**src/design/can_isotp_segment_reassemble_core_defines.svh**
```systemverilog
// Assertion helpers shared by the checking sections of the design.
`ifndef CAN_ISOTP_SEGMENT_REASSEMBLE_CORE_DEFINES_SVH
`define CAN_ISOTP_SEGMENT_REASSEMBLE_CORE_DEFINES_SVH

// Same-cycle implication, sampled on clk, off during reset.
`define CISR_IMPLY(lbl, ante, cons) \
  lbl: assert property (@(posedge clk) disable iff (rst) (ante) |-> (cons)) \
    else $error("cisr check failed");

// Next-cycle implication, sampled on clk, off during reset.
`define CISR_NEXT(lbl, ante, cons) \
  lbl: assert property (@(posedge clk) disable iff (rst) (ante) |=> (cons)) \
    else $error("cisr check failed");

`endif

```
**src/design/cisr_pkg.sv**
```systemverilog
package cisr_pkg;

  localparam int PosW = 12;

  localparam logic [2:0] REQ_FRAME = 3'd0;
  localparam logic [2:0] REQ_LOAD  = 3'd1;
  localparam logic [2:0] REQ_START = 3'd2;
  localparam logic [2:0] REQ_TICK  = 3'd3;
  localparam logic [2:0] REQ_READ  = 3'd4;

  localparam logic [1:0] KIND_NONE = 2'd0;
  localparam logic [1:0] KIND_FRAME = 2'd1;
  localparam logic [1:0] KIND_MSG  = 2'd2;
  localparam logic [1:0] KIND_READ = 2'd3;

  localparam logic [3:0] PCI_SF = 4'h0;
  localparam logic [3:0] PCI_FF = 4'h1;
  localparam logic [3:0] PCI_CF = 4'h2;
  localparam logic [3:0] PCI_FC = 4'h3;

  localparam logic [3:0] FS_CTS  = 4'h0;
  localparam logic [3:0] FS_WAIT = 4'h1;
  localparam logic [3:0] FS_OVFL = 4'h2;

  localparam logic [1:0] CFG_RX_BS   = 2'd0;
  localparam logic [1:0] CFG_RX_ST   = 2'd1;
  localparam logic [1:0] CFG_FC_LIM  = 2'd2;
  localparam logic [1:0] CFG_CF_LIM  = 2'd3;

  localparam logic [2:0] FLAG_TX_ABORT = 3'b001;
  localparam logic [2:0] FLAG_RX_ABORT = 3'b010;
  localparam logic [2:0] FLAG_REJECT   = 3'b100;

  typedef enum logic [2:0] {
    OP_NONE, OP_RXW, OP_TXW, OP_RXR, OP_TXR
  } op_t;

  typedef struct packed {
    logic [2:0]      req_type;
    logic [3:0]      frame_len;
    logic [7:0][7:0] b;
    logic [11:0]     buf_index;
    logic [11:0]     msg_len;
  } item_t;

  typedef struct packed {
    logic [1:0]      kind;
    logic [7:0][7:0] b;
    logic [11:0]     rx_msg_len;
    logic [2:0]      flags;
  } res_t;

  typedef struct packed {
    logic            we;
    logic [PosW-1:0] addr;
    logic [7:0]      wdata;
  } mem_req_t;

  function automatic logic [7:0] st_ticks(input logic [7:0] v);
    logic [7:0] r;
    if (v <= 8'h7F) r = v;
    else if (v >= 8'hF1 && v <= 8'hF9) r = 8'h00;
    else r = 8'h7F;
    return r;
  endfunction

  function automatic logic [15:0] sat_inc(input logic [15:0] v);
    return (v != 16'hFFFF) ? v + 16'd1 : v;
  endfunction

endpackage

```
**src/design/cisr_ram.sv**
```systemverilog
module cisr_ram #(
  parameter int DEPTH = 256
) (
  input  logic               clk,
  input  cisr_pkg::mem_req_t req,
  output logic [7:0]         rdata
);
  localparam int AW = (DEPTH > 1) ? $clog2(DEPTH) : 1;

  logic [7:0] mem [DEPTH];

  always_ff @(posedge clk) begin
    if (req.we) begin
      mem[req.addr[AW-1:0]] <= req.wdata;
    end
    rdata <= mem[req.addr[AW-1:0]];
  end
endmodule

```
**config.mk**
```make
export PLATFORM = sky130hd
export DESIGN_NAME = cisr_ram
export DESIGN_NICKNAME = d
export VERILOG_FILES = /design/src/design/can_isotp_segment_reassemble_core_defines.svh /design/src/design/cisr_pkg.sv /design/src/design/cisr_ram.sv
export SDC_FILE = /design/constraint.sdc
export NUM_CORES = 2
export LEC_CHECK = 0
export CORE_ASPECT_RATIO = 0.6
export CORE_MARGIN = 5
export CORE_UTILIZATION = 37
export CTS_CLUSTER_DIAMETER = 40
export DETAILED_ROUTE_END_ITERATION = 8
export DONT_BUFFER_PORTS = 1
export PLACE_DENSITY = 0.53
export SLEW_MARGIN = 20
export SYNTH_ARGS = -nofsm -noshare
export SYNTH_HDL_FRONTEND = slang
export SYNTH_SLANG_ARGS = --single-unit
```
**constraint.sdc**
```tcl
create_clock -name clk -period 9.4 [get_ports clk]
set_input_delay 2.82 -clock clk [delete_from_list [all_inputs] [get_ports clk]]
set_output_delay 2.82 -clock clk [all_outputs]
set_load 0.05 [all_outputs]
```
# Yosys cells after proc, flatten, opt, wreduce, memory -nomap -nowiden
# Memory sizes are Yosys's and may differ from the RTL's. A register that Yosys moved wholly into a read port is not among the register bits.
# Index checks and enable logic that the tools add are counted.
# word_totals
in_bits,22
n_memories,1
latch_bits,0
rom_bits,0
mem_bits_rw,2048
out_inout_bits,8
word_cells,3
register_bits,0
# classes
multipliers,0
eq_ne,0
mux,2
bitwise_logic,0
shift,0
div_mod_pow,0
magnitude_cmp,0
n_addsub,0
reduce_logical,0
# mem_list
memory,words,word_bits,read_ports,rd_clocked_by_memory_dff,write_ports,line,source
mem,256,8,1,1,1,cisr_ram.sv:10,logic [7:0] mem [DEPTH];
# op_table
operator,count
$mux W1,2

# Logic depth before layout (Yosys ltp)
# depth
ltp_word,2
ltp_mapped,10
mapped_depth_nobuf,5

# Worst setup path after synthesis
# OpenSTA, ideal clock, no wires.
# synth_timing
path_type,input to register
start,input req[9] (netlist name)
end,memory mem[111][0] (enable)
arrival_ns,4.669
t_required_ns,9.030
cell_stages,9
path_buffers,5
path_slack_ns,4.361
path_cell_list,buf_2 clkbuf_1 clkbuf_1 nand2_1 buf_2 nor2_1 nand2_1 clkbuf_1 nor2_1
# synth_lines
element,line,source
"start, declared",cisr_ram.sv:5,"input cisr_pkg::mem_req_t req,"
"end, declared",cisr_ram.sv:10,
# No word-level cell before the write port.

# Final worst setup path
# layout_timing
start,input req[8] (netlist name)
end,memory mem[61][4] (enable)
# No word-level cell before the write port.

==> impl_metrics.csv <==
group,metric,value,unit
critical_path,crit_family,"simple AND/OR/NAND/NOR gates",
floorplan,fp.dieArea,221800,um^2
power_and_ir_drop,power.density,209.2,nW/um^2
critical_path,path_cells,"buf_16 > buf_16 > buf_16 > nand2b_1 > nor2_1 > nand2_1 > buf_4 > nor2_1",
route,ant_nets,0,
min_path,hp-class,"flip-flop to flip-flop",
sta,maxClockFrequency,138.0,MHz
run_status,violations,"slew limit",
synth,ys_ff_latch,2056,
sta,hold_violations,0,
cts,clockBufferDepth,4,
critical_path,setup.worst_path.class,"input port to flip-flop",
finish,fin_nets,3613,
floorplan,core,211800,um^2
cts,cts_max_level,4,
route,wl_per_cell,30.12,um
synth,synthCells,3547,
floorplan,die_x,604.6,um
cts,clk_pin_slew_worst_paths,70,ps
synth,netlist_area,78490,um^2
sta,tns,0,ps
critical_path,slowest_delay,750,ps
critical_path,required,9830,ps
critical_path,endpoint_kind,"flip-flop",
power_and_ir_drop,p_leak,26.02,nW
finish,syn2layout_area_growth,11.85,%
cts,hold_buffers,0,
place,portBuffers,0,
route,via_count,37010,
critical_path,worstPathMaxFanout,91,
cts,clkLatencyLatePin,840,ps
global_routing,grt_max_degree,519,
sta,setup_viol,0,
synth,synth-edff-count,2048,
route,postRouteWirelength,198.7,mm
sta,tightest_slew,1577,ps
critical_path,slowest_stage,"nor2_1",
floorplan,row_count,131,
place,dpl_worst_slack,2678,ps
synth,yosys.area.top_type,"edfxtp_1",
route,drc,0,
critical_path,cp_num_buf_inv,4,
cts,post_cts_resized,0,
sta,fin_crit,7249,ps
global_routing,grt_pass1_vias,36520,
sta,fin_crit_sh,0.7711,
synth,seq_area_frac_synth,0.7855,
global_routing,grt.overflow.total,0,
cts,cts_inserted_buffers,193,
sta,finalMaxSlewViolations,107,
flow_run,drv_cap,0,
synth,ys_warn_count,0,
synth,syn_nets,3569,
global_routing,grt_pass1_wl,282.4,mm
cts,clock_sinks,2056,
finish,drive_gt1_frac,0.2324,
sta,grt_setup_unrepaired,"no",
power_and_ir_drop,total_power,18.37,mW
synth,yosysMostFrequentCell,"edfxtp_1",
synth,synth-async-reset-ratio,0,
route,vias_per_cell,5.610,
critical_path,cp-start-kind,"input port",
cts,cts_tree,"yes",
power_and_ir_drop,peakVddDrop,0.1489,mV
sta,fin_ws,2151,ps
cts,root_buffer,"clkbuf_16",
run_status,outcome,"complete, but fails checks",
cts,postCtsSetupBuffers,0,
synth,synthTopCellsByArea,"edfxtp_1 78%, mux4_2 15%, a22oi_1 2.4%",
route,drt-initial-drc-count,4821,
floorplan,die_h,366.8,um
global_routing,antenna_found_initial,11,
sta,fin_worst_skew,39.67,ps
synth,synthTopCellsByCount,"2,048 x edfxtp_1, 512 x mux4_2, 256 x a22oi_1",
synth,ys_types,22,
route,first_pass_iters,5,
synth,synth_top_area_share,0.7835,
finish,nFillCells,18460,
critical_path,crit_top_cell,"buf_16",
floorplan,initial_core_util,0.3707,
place,dp_hpwl,106.6,mm
place,gp_congestion,0.7437,
floorplan,pin_count,30,
global_routing,grt.total_usage,0.1760,
critical_path,cp_data_arrival_time,7680,ps
synth,synth_ff_type,"edfxtp_1",
sta,slew_headroom,-0.05128,
synth,synth.avg_cell_area,22.13,um^2
[worst register-to-register path, cell delays in order (launching register included)]
cell and delay, ps:
edfxtp_1 360, mux4_2 520, a22oi_1 290, a21oi_1 210
o41ai_1 1170, nand4_1 210
[metal layers]
layer / share of wire / GRT usage / vias up
met2: 0.42 / 0.2397 / 1458
met4: 0.018 / 0.03602 / 2
li1: - / - / 15150
met1: 0.48 / 0.2884 / 20140
met5: 0.000065 / 0 / -
met3: 0.082 / 0.03651 / 254
[stage by stage]
step,cells,area (um^2),hold WS [ps],utilization
3_3_place_gp,6249,81630,965.4,0.3855
4_1_cts,6588,87620,976.6,0.4138
6_report,6597,87800,1002,0.4146
5_1_grt,6594,87790,1064,0.4145
2_1_floorplan,3547,78490,819.1,-
3_5_place_dp,6249,81650,964.7,0.3856
[worst paths after layout]
check | start | to | slack [ps] | cells after the start
max | req[8] | mem[61][4] | 2150 | 8
min reg2reg | mem[227][6] | rdata[6] | 1000 | 5
max reg2reg | mem[46][0] | rdata[0] | 6470 | 5
min | mem[227][6] | rdata[6] | 1000 | 5
[flip-flops by register name (all words and copies together) (netlist names)]
| signal | flops |
|---|---|
| rdata | 8 |
| mem | 2048 |
[area by class of cell]
class | instances | area (um^2) | area share
diodes | 3 | 7.507 | 0.00008551
clock buffers | 249 | 5195 | 0.05917
clock inverters | 90 | 775.7 | 0.008836
inverters | 1 | 3.754 | 0.00004275
multi-input cells | 1258 | 15840 | 0.1804
flip-flops and latches | 2056 | 61660 | 0.7023
well taps | 2859 | 3577 | 0.04074
repair buffers | 81 | 740.7 | 0.008437
[placed cells by master, fill, tap and decap left out, drive strengths merged, types with 8 or more instances in the layout]
| master | synthesis | final |
|---|---|---|
| a21oi | 128 | 128 |
| a22oi | 256 | 256 |
| buf | 87 | 81 |
| bufinv | 0 | 11 |
| clkbuf | 145 | 249 |
| clkinv | 0 | 68 |
| dfxtp | 8 | 8 |
| edfxtp | 2048 | 2048 |
| mux4 | 512 | 512 |
| nand2 | 28 | 28 |
| nand3 | 13 | 13 |
| nand4 | 8 | 8 |
| nor2 | 232 | 232 |
| nor3 | 30 | 30 |
| o41ai | 32 | 32 |
[kinds of logic after synthesis]
logic type | Yosys count | share of synthesized area
AO/OA/AOI/OAI | 416 | 0.03622
buffers and inverters | 233 | 0.01401
flip-flops | 2056 | 0.7855
multiplexers | 512 | 0.1469
AND/OR/NAND/NOR | 330 | 0.01733
[where the power goes]
group          internal (mW)  switching [mW]  total [mW]
clock                   4.21            3.40        7.60
sequential              10.1          0.0309        10.1
combinational          0.275           0.353       0.628
Power figures use the tool's default switching activity.
