`config.mk`:
```
export PLATFORM = sky130hd
export DESIGN_NAME = cisr_ctrl
export DESIGN_NICKNAME = d
export VERILOG_FILES = /design/src/design/can_isotp_segment_reassemble_core_defines.svh /design/src/design/cisr_pkg.sv /design/src/design/cisr_ctrl.sv
export SDC_FILE = /design/constraint.sdc
export NUM_CORES = 1
export LEC_CHECK = 0
export BUFFER_PORTS_ARGS = -buffer_cell sky130_fd_sc_hd__clkbuf_2
export CORE_MARGIN = 5
export CORE_UTILIZATION = 25
export DETAILED_ROUTE_END_ITERATION = 10
export PLACE_DENSITY = 0.51
export SLEW_MARGIN = 20
export SYNTH_ARGS = -nofsm -noshare
export SYNTH_HDL_FRONTEND = slang
export SYNTH_SLANG_ARGS = --single-unit
```
`constraint.sdc`:
```
create_clock -name clk -period 13.22 [get_ports clk]
set_input_delay 0 -clock clk [delete_from_list [all_inputs] [get_ports clk]]
set_output_delay 0 -clock clk [all_outputs]
set_load 0.1 [all_outputs]
```
`src/design/can_isotp_segment_reassemble_core_defines.svh`:
```
// Assertion helpers shared by the checking sections of the design.
`ifndef CAN_ISOTP_SEGMENT_REASSEMBLE_CORE_DEFINES_SVH
`define CAN_ISOTP_SEGMENT_REASSEMBLE_CORE_DEFINES_SVH

// Same-cycle implication, sampled on clk, off during reset.
`define CISR_IMPLY(lbl, ante, cons) \
  lbl: assert property (@(posedge clk) disable iff (rst) (ante) |-> (cons)) \
    else $error("cisr check failed");

// Next-cycle implication, sampled on clk, off during reset.
`define CISR_NEXT(lbl, ante, cons) \
  lbl: assert property (@(posedge clk) disable iff (rst) (ante) |=> (cons)) \
    else $error("cisr check failed");

`endif

```
`src/design/cisr_pkg.sv`:
```
package cisr_pkg;

  localparam int PosW = 12;

  localparam logic [2:0] REQ_FRAME = 3'd0;
  localparam logic [2:0] REQ_LOAD  = 3'd1;
  localparam logic [2:0] REQ_START = 3'd2;
  localparam logic [2:0] REQ_TICK  = 3'd3;
  localparam logic [2:0] REQ_READ  = 3'd4;

  localparam logic [1:0] KIND_NONE = 2'd0;
  localparam logic [1:0] KIND_FRAME = 2'd1;
  localparam logic [1:0] KIND_MSG  = 2'd2;
  localparam logic [1:0] KIND_READ = 2'd3;

  localparam logic [3:0] PCI_SF = 4'h0;
  localparam logic [3:0] PCI_FF = 4'h1;
  localparam logic [3:0] PCI_CF = 4'h2;
  localparam logic [3:0] PCI_FC = 4'h3;

  localparam logic [3:0] FS_CTS  = 4'h0;
  localparam logic [3:0] FS_WAIT = 4'h1;
  localparam logic [3:0] FS_OVFL = 4'h2;

  localparam logic [1:0] CFG_RX_BS   = 2'd0;
  localparam logic [1:0] CFG_RX_ST   = 2'd1;
  localparam logic [1:0] CFG_FC_LIM  = 2'd2;
  localparam logic [1:0] CFG_CF_LIM  = 2'd3;

  localparam logic [2:0] FLAG_TX_ABORT = 3'b001;
  localparam logic [2:0] FLAG_RX_ABORT = 3'b010;
  localparam logic [2:0] FLAG_REJECT   = 3'b100;

  typedef enum logic [2:0] {
    OP_NONE, OP_RXW, OP_TXW, OP_RXR, OP_TXR
  } op_t;

  typedef struct packed {
    logic [2:0]      req_type;
    logic [3:0]      frame_len;
    logic [7:0][7:0] b;
    logic [11:0]     buf_index;
    logic [11:0]     msg_len;
  } item_t;

  typedef struct packed {
    logic [1:0]      kind;
    logic [7:0][7:0] b;
    logic [11:0]     rx_msg_len;
    logic [2:0]      flags;
  } res_t;

  typedef struct packed {
    logic            we;
    logic [PosW-1:0] addr;
    logic [7:0]      wdata;
  } mem_req_t;

  function automatic logic [7:0] st_ticks(input logic [7:0] v);
    logic [7:0] r;
    if (v <= 8'h7F) r = v;
    else if (v >= 8'hF1 && v <= 8'hF9) r = 8'h00;
    else r = 8'h7F;
    return r;
  endfunction

  function automatic logic [15:0] sat_inc(input logic [15:0] v);
    return (v != 16'hFFFF) ? v + 16'd1 : v;
  endfunction

endpackage

```
`src/design/cisr_ctrl.sv`:
```
module cisr_ctrl #(
  parameter int RX_BUFFER_BYTES = 256,
  parameter int TX_BUFFER_BYTES = 256
) (
  input  logic               clk,
  input  logic               rst,
  input  logic               in_valid,
  output logic               in_ready,
  input  cisr_pkg::item_t    item,
  input  logic               cfg_wr_en,
  input  logic [1:0]         cfg_index,
  input  logic [15:0]        cfg_data,
  output cisr_pkg::mem_req_t rx_req,
  output cisr_pkg::mem_req_t tx_req,
  input  logic [7:0]         rx_rdata,
  input  logic [7:0]         tx_rdata,
  output logic               res_valid,
  input  logic               res_free,
  output cisr_pkg::res_t     res
);
  localparam logic [12:0] RxDepth = 13'(RX_BUFFER_BYTES);
  localparam logic [12:0] TxDepth = 13'(TX_BUFFER_BYTES);

  typedef enum logic [1:0] {S_IDLE, S_EXEC, S_COPY, S_DONE} state_t;

  state_t          state;
  cisr_pkg::item_t it;
  cisr_pkg::op_t   op;
  logic [11:0]     op_base;
  logic [2:0]      op_n, cnt, src_off, dst_off, rd_slot;
  logic            rd_pend;

  logic [7:0]  rx_block_size, rx_sep_time;
  logic [15:0] wait_fc_limit, wait_cf_limit;

  logic        rx_busy;
  logic [11:0] rx_total, rx_fill;
  logic [3:0]  rx_next_seq;
  logic [15:0] rx_idle_ticks;
  logic [7:0]  rx_block_left;
  logic [1:0]  tx_phase;
  logic [11:0] tx_total, tx_sent;
  logic [3:0]  tx_next_seq;
  logic [7:0]  tx_block, tx_block_left, tx_sep_time;
  logic [15:0] tx_fc_ticks, tx_gap_ticks;

  logic [3:0]  len, low;
  logic [11:0] ff_total, rx_rem, tx_rem, cf_fill_new, tx_sent_new;
  logic [2:0]  cf_n, tx_n;
  logic [15:0] fc_inc, gap_inc, idle_inc;
  logic [12:0] pos;
  logic        issue, pos_rx_ok, pos_tx_ok;

  always_comb begin
    len         = (it.frame_len > 4'd8) ? 4'd8 : it.frame_len;
    low         = it.b[0][3:0];
    ff_total    = {low, it.b[1]};
    rx_rem      = (rx_total > rx_fill) ? rx_total - rx_fill : 12'd0;
    cf_n        = (rx_rem > 12'd7) ? 3'd7 : rx_rem[2:0];
    cf_fill_new = rx_fill + 12'(cf_n);
    tx_rem      = (tx_total > tx_sent) ? tx_total - tx_sent : 12'd0;
    tx_n        = (tx_rem > 12'd7) ? 3'd7 : tx_rem[2:0];
    tx_sent_new = tx_sent + 12'(tx_n);
    fc_inc      = cisr_pkg::sat_inc(tx_fc_ticks);
    gap_inc     = cisr_pkg::sat_inc(tx_gap_ticks);
    idle_inc    = cisr_pkg::sat_inc(rx_idle_ticks);
    pos         = {1'b0, op_base} + 13'(cnt);
    pos_rx_ok   = pos < RxDepth;
    pos_tx_ok   = pos < TxDepth;
    issue       = (state == S_COPY) && (cnt < op_n);
  end

  always_comb begin
    rx_req.we    = issue && (op == cisr_pkg::OP_RXW) && pos_rx_ok;
    rx_req.addr  = pos[11:0];
    rx_req.wdata = it.b[src_off + cnt];
    tx_req.we    = issue && (op == cisr_pkg::OP_TXW) && pos_tx_ok;
    tx_req.addr  = pos[11:0];
    tx_req.wdata = it.b[src_off + cnt];
  end

  assign in_ready  = (state == S_IDLE);
  assign res_valid = (state == S_DONE);

  always_ff @(posedge clk) begin
    if (rst) begin
      state         <= S_IDLE;
      rd_pend       <= 1'b0;
      rx_block_size <= 8'd0;
      rx_sep_time   <= 8'd0;
      wait_fc_limit <= 16'd1000;
      wait_cf_limit <= 16'd1000;
      rx_busy       <= 1'b0;
      rx_total      <= '0;
      rx_fill       <= '0;
      rx_next_seq   <= '0;
      rx_idle_ticks <= '0;
      rx_block_left <= '0;
      tx_phase      <= '0;
      tx_total      <= '0;
      tx_sent       <= '0;
      tx_next_seq   <= '0;
      tx_block      <= '0;
      tx_block_left <= '0;
      tx_sep_time   <= '0;
      tx_fc_ticks   <= '0;
      tx_gap_ticks  <= '0;
    end else begin
      if (cfg_wr_en) begin
        case (cfg_index)
          cisr_pkg::CFG_RX_BS:  rx_block_size <= cfg_data[7:0];
          cisr_pkg::CFG_RX_ST:  rx_sep_time <= {1'b0, cfg_data[6:0]};
          cisr_pkg::CFG_FC_LIM: wait_fc_limit <= cfg_data;
          cisr_pkg::CFG_CF_LIM: wait_cf_limit <= cfg_data;
          default: ;
        endcase
      end
      case (state)
        S_IDLE: begin
          if (in_valid) begin
            it    <= item;
            state <= S_EXEC;
          end
        end
        S_EXEC: begin
          res     <= '0;
          op      <= cisr_pkg::OP_NONE;
          op_base <= '0;
          op_n    <= '0;
          src_off <= '0;
          dst_off <= '0;
          cnt     <= '0;
          rd_pend <= 1'b0;
          state   <= S_COPY;
          case (it.req_type)
            cisr_pkg::REQ_FRAME: begin
              if (len != 4'd0) begin
                case (it.b[0][7:4])
                  cisr_pkg::PCI_SF: begin
                    if (low != 4'd0 && low <= 4'd7 && len >= low + 4'd1) begin
                      if (rx_busy) res.flags[1] <= 1'b1;
                      rx_busy        <= 1'b0;
                      res.kind       <= cisr_pkg::KIND_MSG;
                      res.rx_msg_len <= 12'(low);
                      op             <= cisr_pkg::OP_RXW;
                      op_n           <= low[2:0];
                      src_off        <= 3'd1;
                    end
                  end
                  cisr_pkg::PCI_FF: begin
                    if (ff_total > 12'd7 && len == 4'd8) begin
                      res.kind <= cisr_pkg::KIND_FRAME;
                      if ({1'b0, ff_total} > RxDepth) begin
                        res.b[0] <= {cisr_pkg::PCI_FC, cisr_pkg::FS_OVFL};
                      end else begin
                        if (rx_busy) res.flags[1] <= 1'b1;
                        rx_total      <= ff_total;
                        rx_next_seq   <= 4'd1;
                        rx_busy       <= 1'b1;
                        rx_idle_ticks <= '0;
                        rx_block_left <= rx_block_size;
                        rx_fill       <= 12'd6;
                        res.b[0]      <= {cisr_pkg::PCI_FC, cisr_pkg::FS_CTS};
                        res.b[1]      <= rx_block_size;
                        res.b[2]      <= rx_sep_time;
                        op            <= cisr_pkg::OP_RXW;
                        op_n          <= 3'd6;
                        src_off       <= 3'd2;
                      end
                    end
                  end
                  cisr_pkg::PCI_CF: begin
                    if (rx_busy) begin
                      if (low != rx_next_seq) begin
                        rx_busy         <= 1'b0;
                        res.flags[1]    <= 1'b1;
                      end else begin
                        op            <= cisr_pkg::OP_RXW;
                        op_base       <= rx_fill;
                        op_n          <= cf_n;
                        src_off       <= 3'd1;
                        rx_fill       <= cf_fill_new;
                        rx_next_seq   <= rx_next_seq + 4'd1;
                        rx_idle_ticks <= '0;
                        if (cf_fill_new >= rx_total) begin
                          rx_busy        <= 1'b0;
                          res.kind       <= cisr_pkg::KIND_MSG;
                          res.rx_msg_len <= rx_total;
                        end else if (rx_block_left != 8'd0) begin
                          if (rx_block_left == 8'd1) begin
                            // block done: grant the next one
                            rx_block_left <= rx_block_size;
                            res.kind      <= cisr_pkg::KIND_FRAME;
                            res.b[0]      <= {cisr_pkg::PCI_FC, cisr_pkg::FS_CTS};
                            res.b[1]      <= rx_block_size;
                            res.b[2]      <= rx_sep_time;
                          end else begin
                            rx_block_left <= rx_block_left - 8'd1;
                          end
                        end
                      end
                    end
                  end
                  cisr_pkg::PCI_FC: begin
                    if (tx_phase == 2'd1) begin
                      if (low == cisr_pkg::FS_CTS) begin
                        tx_block      <= it.b[1];
                        tx_block_left <= it.b[1];
                        tx_sep_time   <= cisr_pkg::st_ticks(it.b[2]);
                        tx_phase      <= 2'd2;
                        tx_gap_ticks  <= '0;
                      end else if (low == cisr_pkg::FS_WAIT) begin
                        tx_fc_ticks <= '0;
                      end else begin
                        tx_phase     <= 2'd0;
                        res.flags[0] <= 1'b1;
                      end
                    end
                  end
                  default: ;
                endcase
              end
            end
            cisr_pkg::REQ_LOAD: begin
              op      <= cisr_pkg::OP_TXW;
              op_base <= it.buf_index;
              op_n    <= 3'd1;
            end
            cisr_pkg::REQ_START: begin
              if (it.msg_len == 12'd0 || {1'b0, it.msg_len} > TxDepth) begin
                res.flags <= cisr_pkg::FLAG_REJECT;
              end else if (it.msg_len <= 12'd7) begin
                res.kind <= cisr_pkg::KIND_FRAME;
                res.b[0] <= {4'd0, it.msg_len[3:0]};
                op       <= cisr_pkg::OP_TXR;
                op_n     <= it.msg_len[2:0];
                dst_off  <= 3'd1;
              end else if (tx_phase != 2'd0) begin
                res.flags <= cisr_pkg::FLAG_REJECT;
              end else begin
                tx_total    <= it.msg_len;
                tx_sent     <= 12'd6;
                tx_next_seq <= 4'd1;
                tx_phase    <= 2'd1;
                tx_fc_ticks <= '0;
                res.kind    <= cisr_pkg::KIND_FRAME;
                res.b[0]    <= {cisr_pkg::PCI_FF, it.msg_len[11:8]};
                res.b[1]    <= it.msg_len[7:0];
                op          <= cisr_pkg::OP_TXR;
                op_n        <= 3'd6;
                dst_off     <= 3'd2;
              end
            end
            cisr_pkg::REQ_TICK: begin
              if (tx_phase == 2'd1) begin
                tx_fc_ticks <= fc_inc;
                if (fc_inc >= wait_fc_limit) begin
                  tx_phase     <= 2'd0;
                  res.flags[0] <= 1'b1;
                end
              end
              if (tx_phase == 2'd2) begin
                if (gap_inc >= {8'd0, tx_sep_time}) begin
                  tx_gap_ticks <= '0;
                  res.kind     <= cisr_pkg::KIND_FRAME;
                  res.b[0]     <= {cisr_pkg::PCI_CF, tx_next_seq};
                  op           <= cisr_pkg::OP_TXR;
                  op_base      <= tx_sent;
                  op_n         <= tx_n;
                  dst_off      <= 3'd1;
                  tx_sent      <= tx_sent_new;
                  tx_next_seq  <= tx_next_seq + 4'd1;
                  if (tx_n == 3'd0 || tx_sent_new >= tx_total) begin
                    tx_phase <= 2'd0;
                  end else if (tx_block != 8'd0 && tx_block_left != 8'd0) begin
                    tx_block_left <= tx_block_left - 8'd1;
                    if (tx_block_left == 8'd1) begin
                      // block used up: wait for the next flow control
                      tx_phase    <= 2'd1;
                      tx_fc_ticks <= '0;
                    end
                  end
                end else begin
                  tx_gap_ticks <= gap_inc;
                end
              end
              if (rx_busy) begin
                rx_idle_ticks <= idle_inc;
                if (idle_inc >= wait_cf_limit) begin
                  rx_busy      <= 1'b0;
                  res.flags[1] <= 1'b1;
                end
              end
            end
            cisr_pkg::REQ_READ: begin
              res.kind <= cisr_pkg::KIND_READ;
              op       <= cisr_pkg::OP_RXR;
              op_base  <= it.buf_index;
              op_n     <= 3'd1;
            end
            default: ;
          endcase
        end
        S_COPY: begin
          if (issue) begin
            cnt <= cnt + 3'd1;
          end
          rd_pend <= issue && ((op == cisr_pkg::OP_RXR && pos_rx_ok) ||
                               (op == cisr_pkg::OP_TXR && pos_tx_ok));
          rd_slot <= dst_off + cnt;
          if (rd_pend) begin
            res.b[rd_slot] <= (op == cisr_pkg::OP_RXR) ? rx_rdata : tx_rdata;
          end
          if (!issue && !rd_pend) begin
            state <= S_DONE;
          end
        end
        S_DONE: begin
          if (res_free) begin
            state <= S_IDLE;
          end
        end
        default: state <= S_IDLE;
      endcase
    end
  end
endmodule

```
## Word-level counts from Yosys, hierarchy flattened

Index checks and enable logic that the tools add are counted.

- Output and inout port bits: 125
- Word-level logic and storage cells: 439
- Register bits after elaboration: 395
- Bits of input ports: 134

- $lt $le $gt $ge: 24
- Bitwise gates (word level): 5
- Eq/ne operators: 60
- Reductions and logical operators: 62
- Multiplexer cells: 220
- Add/subtract/negate cells: 16

Operator list:

| operator | count |
|---|---|
| $mux 16 | 31 |
| $mux 12 | 18 |
| $mux 8 | 22 |
| $pmux 64 s2 | 1 |
| $pmux 16 s2 | 3 |
| $mux 23 | 4 |
| $pmux 12 s2 | 3 |
| $mux 35 | 2 |
| $mux 3 | 22 |
| $bwmux 64 | 1 |
| $mux 64 | 1 |
| $mux 2 | 30 |
| $add 16x1->16 const B | 3 |
| $ne 16x16->1 const B | 3 |
| $pmux 16 s3 | 1 |
| $pmux 24 s2 | 1 |
| $pmux 8 s2 | 3 |
| $mux 4 | 11 |
| $ne 2x2->1 const B | 22 |
| $mux 1 | 39 |
| $gt 12x3->1 const B | 3 |
| $mux 36 | 1 |
| $pmux 12 s3 | 1 |
| $ge 16x16->1 | 2 |
| other kinds (73) | 159 |

## Longest topological paths before layout

- Depth in word-level cells: 13
- Gate-level depth with buffers: 27
- Mapped depth without buffers: 26

## Worst setup path before layout

Ideal clock, no wire load.

- Kind: reg2out
- Start point: register cnt[0]
- End point: output port tx_req[20] (netlist bit)
- Required time: 13.220 ns
- Path buffers: 0
- Path slack: 7.188 ns
- Data arrival time: 6.032 ns
- Cell stages (with the launch flop): 11
- Cell sequence: edfxtp_1 ha_1 inv_1 fa_1 nand2b_1 a21oi_1 nand2_1 xnor2_1 a21oi_1 or4b_1 nor4b_1

RTL lines:

| item | line | text |
|---|---|---|
| start: declaration | cisr_ctrl.sv:30 | `logic [2:0] op_n, cnt, src_off, dst_off, rd_slot;` |
| start signal: assignment | cisr_ctrl.sv:306 | `cnt <= cnt + 3'd1;` |
| end: declaration | cisr_ctrl.sv:14 | `output cisr_pkg::mem_req_t tx_req,` |

## Worst setup path in the final report

- Start point: register rx_fill[1]
- End point: register res[30] (netlist bit), data pin

- Cells in the longest elaborated chain, start to end: 13
- Elaborated cells on any way between the ends: 14
- Those cells by class: add/sub (2); order compare (3); mux (9)

RTL lines:

| item | line | text |
|---|---|---|
| start: declaration | cisr_ctrl.sv:37 | `logic [11:0] rx_total, rx_fill;` |
| start signal: assignment | cisr_ctrl.sv:182 | `rx_fill <= cf_fill_new;` |
| $sub 12x12->12 or $gt 12x12->1 (tied branches) | cisr_ctrl.sv:58 | `rx_rem = (rx_total > rx_fill) ? rx_total - rx_fill : 12'd0;` |
| $mux 12 | cisr_ctrl.sv:58 |  |
| $gt 12x3->1 | cisr_ctrl.sv:59 | `cf_n = (rx_rem > 12'd7) ? 3'd7 : rx_rem[2:0];` |
| $mux 3 | cisr_ctrl.sv:59 |  |
| $add 12x3->12 * | cisr_ctrl.sv:60 | `cf_fill_new = rx_fill + 12'(cf_n);` |
| $ge 12x12->1 * | cisr_ctrl.sv:185 | `if (cf_fill_new >= rx_total) begin` |
| $mux 23 * | cisr_ctrl.sv:185 |  |
| $mux 35 * | cisr_ctrl.sv:174 | `if (low != rx_next_seq) begin` |
| $mux 35 * | cisr_ctrl.sv:173 | `if (rx_busy) begin` |
| $pmux 24 s2 * | cisr_ctrl.sv:138 | `case (it.b[0][7:4])` |
| $mux 36 * | cisr_ctrl.sv:137 | `if (len != 4'd0) begin` |
| $pmux 8 s2 * | cisr_ctrl.sv:135 | `case (it.req_type)` |
| $pmux 64 s2 * | cisr_ctrl.sv:118 | `case (state)` |
| end: declaration | cisr_ctrl.sv:19 | `output cisr_pkg::res_t res` |

Every way passes the cells marked *; elsewhere a longest branch is shown, timed or not.
A chain may end at the register's enable or synchronous reset.

==> impl_metrics.csv <==
group,metric,value,unit
synth,synth_top_area_share,28.4,%
synth,synth-main-ff-cell,"edfxtp_1",
place,port_buffers,258,
synth,synth_top_cell_by_area,"edfxtp_1",
clock_tree,cts.clk_slew.worst_paths,0.06,ns
setup_path,critPathKind,"reg2reg",
sta,finalSetupViolCount,0,
sta,worstMarginPinSlew,1.03,ns
clock_tree,numCtsBuffers,46,
finish,layout-drive-gt1-share,17.2,%
setup_path,startpoint,"rx_fill[1]",
global_routing,overflow,0,
clock_tree,cts_max_level,2,
global_routing,grt_max_degree,70,
floorplanning,start_util,25.2,%
status,status,"complete, no violations",
sta,timing.fmax,0.140,GHz
global_routing,antenna_found_initial,1,
floorplanning,die_area,92200,sq um
power,power,4.41,mW
synth,synth.avg_cell_area,9.76,sq um
power,p_leak,10.9,nW
routing,wl_per_cell,18.5,um
floorplanning,ios,259,
sta,finalWorstSetupSlack,6.10,ns
setup_path,worstSetupStartpointType,"flop",
clock_tree,clk_latency,0.61,ns
min_path,worstHoldStart,"rst",
floorplanning,num_rows,107,
place,gp_congestion,0.864,
synth,synth_seq_cells,393,
synth,synth_top_family_by_area,"simple AND/OR/NAND/NOR gates",
synth,synthMuxAreaShare,4.28,%
place,place_ws,6.13,ns
sta,relSlewSlack,31.4,%
finish,stdcell_area,27000,sq um
place,dpl_cell_area,24000,sq um
synth,synthTopCellsByArea,"edfxtp_1, dfxtp_1, ha_1",
power,vdd_drop_max,217,uV
sta,tns,0,ns
routing,vias,17719,
clock_tree,cts.sinks,393,
floorplanning,dieHeight,304,um
synth,post_synth_fa_ha_maj_area_fraction,7.90,%
sta,rsz0062_at_grt,"false",
sta,finClkSkew,0.0381,ns
routing,wl,69300,um
sta,period_needed,7.12,ns
global_routing,grt_pass1_vias,17524,
synth,synth_cell_types,94,
sta,drv_slew,0,
run,cap_violations,0,
synth,synth-compound-area-share,14.8,%
sta,period_share,53.9,%
routing,dr.pass1.iters,5,
clock_tree,cts_resized,0,
power,powerDensity,163,nW/um^2
sta,finalHoldViolations,0,
finish,num-fill-cells,8939,
synth,synth-xor-area-share,3.94,%
routing,drt_iter0_markers,1132,
synth,ys_async_sr_fraction,0,%
floorplanning,core_area,85400,sq um
synth,yosys_warnings,0,
sta,hold_ws,0.0485,ns
clock_tree,post_cts_buffers,0,
setup_path,end_kind,"flop",
synth,yosysSeqAreaShare,46.0,%
global_routing,gr-usage-all-layers,14.3,%
setup_path,crit_arrival,7.59,ns
min_path,min_path_type,"in2reg",
finish,nNetsFinal,2821,
routing,drc,0,
clock_tree,clockBufferDepth,3,
clock_tree,cts-root-buf,"clkbuf_16",
synth,synth_enable_flop_cells,204,
synth,synth_cells,2210,
global_routing,grt_pass1_wl,105000,um
finish,area_growth,25.5,%
floorplanning,die_width,304,um
clock_tree,cts_tree,"done",
setup_path,required,13.69,ns
synth,synth-simple-area-share,18.1,%
synth,synth_common_cells,"nand2_1, edfxtp_1, dfxtp_1",
setup_path,cp_max_fo,15,
synth,syn_nets,2476,
clock_tree,hold_buffers,133,
place,hpwl,51100,um
routing,ant_nets,0,
routing,viasPerCell,4.74,
synth,synth_most_common_cell,"nand2_1",
setup_path,r2r-start,"rx_fill[1]",
synth,syn_area,21600,sq um
[per-layer routing]
layer	GRT usage, %	part of all wire, %	vias up
met5	0	0	-
met4	4.68	3.1	0
met3	2.02	3.7	108
met2	25.8	50	369
met1	17.6	43	8524
li1	-	-	8718
[power breakdown]
group | switching, mW | internal [mW]
registers | 0.0825 | 1.43
clock network | 0.560 | 0.884
logic | 1.16 | 0.293
total | 1.80 | 2.60
[final timing paths]
path,end,slack (ns),cells past startpoint
worst min register to register,tx_block[6],0.45,2
worst max register to register,res[30],6.10,25
worst min-delay path,wait_cf_limit[8],0.05,3
worst max-delay path,res[30],6.10,25
[per-stage QoR]
stage	instances	util, %
finish	3738	31.7
global route	3738	31.7
CTS	3737	31.6
detailed placement	3518	28.1
global placement	3518	28.1
floorplan	2210	-
[logic make-up after synthesis]
family	count (synthesis)
buffers and inverters	260
AO/OA/AOI/OAI	455
XOR/XNOR	97
flip-flops	393
multiplexers	70
AND/OR/NAND/NOR	803
adder cells (fa/ha/maj)	132
[sequential cells by signal (all words and copies together), names as in the netlist, 4 cells and up]
name and cells:
rx_sep_time 7, tx_total 12, rx_block_left 8, ff_total 12
rx_next_seq 4, tx_block_left 8, rx_fill 12, rx_block_size 8
res 81, tx_block 8, rx_idle_ticks 16, tx_sent 12
tx_gap_ticks 16, op_base 12, wait_fc_limit 16, it 83
tx_fc_ticks 16, rx_total 12, tx_sep_time 8, tx_next_seq 4
wait_cf_limit 16
[placed cells by master, fill, tap and decap left out, types with 30 or more instances in the layout]
cell           synthesis  layout
nand2_1              272     272
clkbuf_2               1     257
edfxtp_1             204     204
dfxtp_1              189     189
nor2_1               173     171
a21oi_1              151     151
inv_1                138     138
dlygate4sd3_1          0     133
ha_1                 125     123
nand3_1               82      82
xnor2_1               72      72
nor3_1                56      55
o21ai_0               52      52
clkbuf_16              0      46
o211a_1               43      43
mux2i_1               37      37
a21o_1                34      34
nand4_1               33      33
nor4_1                31      30
[area by class of cell]
type / count / area, sq um / area share, %
sequential: 393 / 9910 / 36.6
clock inverter: 28 / 460 / 1.70
inverter: 140 / 526 / 1.94
multi-input combinational: 1557 / 10600 / 39.3
timing repair buffer: 417 / 2820 / 10.4
antenna: 1 / 2.50 / 0.00925
clock buffer: 58 / 1270 / 4.68
tap: 1144 / 1430 / 5.29
[critical path, stage by stage, from the launching register on]
cell and delay (ns):
dfxtp_1 0.43, inv_1 0.12, ha_1 0.32, nor2b_1 0.14
o2111ai_1 0.24, a21oi_1 0.13, or2_2 0.31, o2111ai_1 0.20
o21ba_2 0.22, a21oi_1 0.15, ha_1 0.18, inv_1 0.06
fa_1 0.41, nor2b_1 0.14, o21ai_0 0.18, or3_1 0.41
or3_1 0.38, nor3_1 0.20, xnor2_1 0.12, ha_1 0.20
a211o_1 0.28, nor3_1 0.18, a211o_1 0.55, a31oi_1 0.25
a2111oi_4 0.94, a31o_2 0.26
Note: power is estimated with default switching activity, not from simulation.
